--- config.mk ---
export PLATFORM = sky130hd
export DESIGN_NAME = lppr_ctrl
export DESIGN_NICKNAME = d
export VERILOG_FILES = /design/src/rtl/lppr_pkg.sv /design/src/rtl/lppr_ctrl.sv
export SDC_FILE = /design/constraint.sdc
export NUM_CORES = 1
export LEC_CHECK = 0
export ABC_AREA = 1
export BUFFER_PORTS_ARGS = -buffer_cell sky130_fd_sc_hd__buf_2
export CAP_MARGIN = 30
export CORE_AREA = 2 2 39 41
export DETAILED_ROUTE_END_ITERATION = 8
export DIE_AREA = 0 0 41 43
export PLACE_DENSITY = 0.56
export SLEW_MARGIN = 20
export SYNTH_ARGS = -nofsm -noshare
export SYNTH_HDL_FRONTEND = slang
export SYNTH_SLANG_ARGS = --single-unit
--- constraint.sdc ---
create_clock -name clk -period 1 [get_ports clk]
set_input_delay 0.2 -clock clk [delete_from_list [all_inputs] [get_ports clk]]
set_output_delay 0.2 -clock clk [all_outputs]
set_load 0.03 [all_outputs]
--- src/rtl/lppr_pkg.sv ---
// ----------------------------------------------------------------------------
// Packet ring package
// Operation and status codes, header constants and the command and status
// bundles passed between the controller and the datapath.
// ----------------------------------------------------------------------------
package lppr_pkg;

	localparam int unsigned LEN_W      = 12;
	localparam int unsigned HDR_BYTES  = 4;
	localparam int unsigned HDR_IDX_W  = 2;

	typedef enum logic [1:0] {
		OP_PUSH_HDR  = 2'd0,
		OP_PUSH_DATA = 2'd1,
		OP_POP_HDR   = 2'd2,
		OP_POP_DATA  = 2'd3
	} op_t;

	typedef enum logic [2:0] {
		ST_OK      = 3'd0,
		ST_INVALID = 3'd1,
		ST_FULL    = 3'd2,
		ST_EMPTY   = 3'd3,
		ST_SMALL   = 3'd4,
		ST_SEQ     = 3'd5
	} status_t;

	// Commands from the controller to the datapath.
	typedef struct packed {
		logic                 accept;
		logic                 hdr_wr;
		logic [HDR_IDX_W-1:0] hdr_idx;
		logic                 rd_hdr;
		logic                 rd_hdr_hi;
		logic                 hdr_eval;
		logic                 data_out;
	} cmd_t;

	// Status from the datapath to the controller.
	typedef struct packed {
		logic hdr_fits;
		logic ring_nonempty;
		logic rd_open;
	} stat_t;

endpackage

--- src/rtl/lppr_ctrl.sv ---
// ----------------------------------------------------------------------------
// Packet ring controller
// Sequences header writes, header reads and payload reads, and raises the
// result strobe once per accepted item.
// ----------------------------------------------------------------------------
module lppr_ctrl
	import lppr_pkg::*;
(
	input  logic       clk,
	input  logic       arst_n,
	input  logic       start,
	input  logic [1:0] operation,
	input  stat_t      stat,
	output logic       busy,
	output logic       done,
	output cmd_t       cmd
);

	typedef enum logic [2:0] {
		S_IDLE,
		S_HDR_WR,
		S_RD0,
		S_RD1,
		S_RD_CHK,
		S_DATA_OUT
	} state_t;

	state_t               state_q;
	logic [HDR_IDX_W-1:0] idx_q;
	logic                 done_q;

	assign busy = (state_q != S_IDLE);
	assign done = done_q;

	always_comb begin
		cmd         = '0;
		cmd.accept  = start && (state_q == S_IDLE);
		cmd.hdr_idx = idx_q;
		case (state_q)
			S_HDR_WR:   cmd.hdr_wr = 1'b1;
			S_RD0:      cmd.rd_hdr = 1'b1;
			S_RD1: begin
				cmd.rd_hdr    = 1'b1;
				cmd.rd_hdr_hi = 1'b1;
			end
			S_RD_CHK:   cmd.hdr_eval = 1'b1;
			S_DATA_OUT: cmd.data_out = 1'b1;
			default: ;
		endcase
	end

	always_ff @(posedge clk or negedge arst_n) begin
		if (!arst_n) begin
			state_q <= S_IDLE;
			idx_q   <= '0;
			done_q  <= 1'b0;
		end else begin
			done_q <= 1'b0;
			case (state_q)
				S_IDLE: begin
					if (start) begin
						case (op_t'(operation))
							OP_PUSH_HDR: begin
								// The result goes out at once; the header bytes follow.
								done_q <= 1'b1;
								if (stat.hdr_fits) begin
									state_q <= S_HDR_WR;
									idx_q   <= '0;
								end
							end
							OP_PUSH_DATA: done_q <= 1'b1;
							OP_POP_HDR: begin
								if (stat.ring_nonempty) begin
									state_q <= S_RD0;
								end else begin
									done_q <= 1'b1;
								end
							end
							OP_POP_DATA: begin
								if (stat.rd_open) begin
									state_q <= S_DATA_OUT;
								end else begin
									done_q <= 1'b1;
								end
							end
							default: done_q <= 1'b1;
						endcase
					end
				end
				S_HDR_WR: begin
					idx_q <= idx_q + 1'b1;
					if (idx_q == HDR_IDX_W'(HDR_BYTES - 1)) begin
						state_q <= S_IDLE;
					end
				end
				S_RD0:    state_q <= S_RD1;
				S_RD1:    state_q <= S_RD_CHK;
				S_RD_CHK: begin
					done_q  <= 1'b1;
					state_q <= S_IDLE;
				end
				S_DATA_OUT: begin
					done_q  <= 1'b1;
					state_q <= S_IDLE;
				end
				default: state_q <= S_IDLE;
			endcase
		end
	end

endmodule

==> out/results.txt <==
Status: finished with violations
Nets in the synthesized netlist: 76
Worst-path fanout max: 3
Critical path's top delay family: flip-flops
Yosys warnings: 0
Min Tclk post-route: 1.39 ns
PortBufs: 17
# rows: 14
Gate power share: 0.769
Critical Path AT: 1.19 ns
CP Cell Sequence: nor2_4, nand2_4, inv_4, nand2_4, inv_4, buf_6
Dpl hpwl: 848 um
Fin Clk Skew: 0.00148 ns
CTS tree: done
PD cells: 3300 mW/mm^2
Static leakage: 0.495 nW
#FFs+latches synth: 6
Min-Delay Path Class: input port to flip-flop
Max-Cap Viols: 0
First-pass GRT wire length: 2210 um
Final number of hold-violating endpoints: 0
Syn-to-layout area delta: 113%
Vias in the first global route: 551
Clock Sinks: 6
Critical Path Max Stage Delay: 0.43 ns
Int Pwr: 0.00168 W
Drt first pass iters: 3
Die span in y: 43 um
Initial Util: 0.316
Setup violators final: 15
Core box area: 0.00138 mm^2
Post-synthesis sequential area ratio: 0.343
ANT nets after route: 0
Wirelength per Cell: 10.7 um
Crit start category: flip-flop
CP max stage cell: dfrtp_2
DRT Wirelength: 1360 um
Failing checks: negative setup slack
Net Switching: 0.00139 W
WP buf/inv: 3
Layout cell share with drive strength beyond 1: 0.670
Pin count of the biggest net entering global routing: 7
Place WS: -0.227 ns
Most frequent cells in the layout: buf_4, buf_6, nand2_1
Flop pwr share: 0.158
Die X: 41 um
Peak supply drop: 2110 uV
Root Buffer: clkbuf_4
DRC violations left: 0
Switching Share: 0.453
Placed Area: 653 um^2
GRT Total Usage: 0.179
Inserted Diodes: 0
F_max: 720 MHz
Max-slew headroom: 0.827
Clock power frac: 0.073
Clock Pin Slew Worst Setup and Hold Paths: 0.05 ns
Critical Path RT: 0.80 ns
Initial antenna violation count: 0
Gp weighted congestion: 0.792
Period utilization: 1.39
Netlist cell types: 14
Via density: 4.38
Kind of critical path: flip-flop to output port
Total power draw: 0.00307 W
Overflow after GRT: 0
Max Slew Vio Count: 0
Crit end category: output port
Clk_lat worst skew: 0.24 ns
Final #Nets: 123
Post-Syn Area: 438 um^2
Mean area per synthesized cell: 6.54 um^2
TritonCTS Buffers: 3
Die ar.: 0.00176 mm^2
Final Worst Setup Slack: -0.390 ns
Routed vias: 561
Slew @ Worst Pin: 0.256 ns
Largest buffer count on any clock path: 2
RSZ-0062 raised after global routing: true
Final Cell Area: 932 um^2
Most common cell after layout, fill and taps aside: buf_4
I/O pins: 18
Total number of H-tree levels: 1
DRT iter0 DRCs: 11
Syn Inst Count: 67
## area by class of cell
class                           count  area, um^2
Fill cell                         131         452
Timing Repair Buffer               42         358
Multi-Input combinational cell     45         308
Sequential cell                     6         156
Inverter                           16        67.6
Clock buffer                        3        22.5
Tap cell                           16        20.0
## final timing paths
path                                   startpoint                   end  slack, ns  cells past startpoint
min reg2reg                  idx_q[1]$_DFFE_PN0P_  idx_q[1]$_DFFE_PN0P_       0.63                      3
min                                       stat[1]        done$_DFF_PN0_       0.30                      4
max                        state_q[2]$_DFFE_PN0P_                cmd[7]      -0.39                      6
min in group asynchronous                  arst_n  idx_q[0]$_DFFE_PN0P_       0.31                      2
max reg2reg                state_q[2]$_DFFE_PN0P_        done$_DFF_PN0_      -0.31                      8
max in group asynchronous                  arst_n  idx_q[1]$_DFFE_PN0P_       0.53                      2
## flip-flops by register name, summed over array words and instances (netlist names)
name and cells:
done 1, idx_q 2, state_q 3
## kinds of logic after synthesis
| family | share of synthesized area |
|---|---|
| adders and majority gates | 0.0286 |
| DFF | 0.343 |
| AOI/OAI and AO/OA | 0.0971 |
| buffers and inverters | 0.137 |
| and+or+nand+nor | 0.394 |
## stage by stage
stage / cells / util / TNS [ns] / hold WS [ns]
2_1_floorplan: 67 / - / -0.955 / -0.0956
3_3_place_gp: 110 / 0.472 / -1.94 / 0.0279
3_5_place_dp: 110 / 0.472 / -2.06 / 0.0313
4_1_cts: 122 / 0.627 / -4.08 / 0.312
5_1_grt: 128 / 0.674 / -4.81 / 0.333
6_report: 128 / 0.674 / -4.03 / 0.300
## repair_timing
item	4_1_cts	5_1_grt
endpoints found under the hold margin	6	0
hold buffers	1	0
resized for setup	38	7
setup endpoints to repair	15	15
pin swaps	12	7
buffers inserted	9	7
## tightest hold or removal path, stage by stage
cell and delay (ns):
buf_2 0.09, nand2_1 0.04, o21ai_0 0.11, o21ai_2 0.06
## synthesized netlist by cell type, drive strengths merged
library cell | instances | area share
dfrtp | 6 | 0.34
ha | 1 | 0.029
inv | 16 | 0.14
nand2 | 18 | 0.17
nand3 | 6 | 0.080
nor2 | 12 | 0.14
o21ai | 7 | 0.080
o21bai | 1 | 0.017
## power groups by stage
stage | logic, W | registers, W | clock network, W
2_1_floorplan | 0.000849 | 0.000588 | 0
3_3_place_gp | 0.00154 | 0.000457 | 0
3_5_place_dp | 0.00154 | 0.000459 | 0
4_1_cts | 0.00209 | 0.000478 | 0.000227
5_1_grt | 0.00254 | 0.000499 | 0.000244
6_report | 0.00236 | 0.000486 | 0.000224
## routing by layer
metal,wire (um),up-vias,GRT usage
met1,540,258,0.230
met3,25,0,0.0157
met5,0,-,0
li1,-,293,-
met4,0,0,0.0600
met2,798,10,0.297
(Power assumes the default switching activity.)
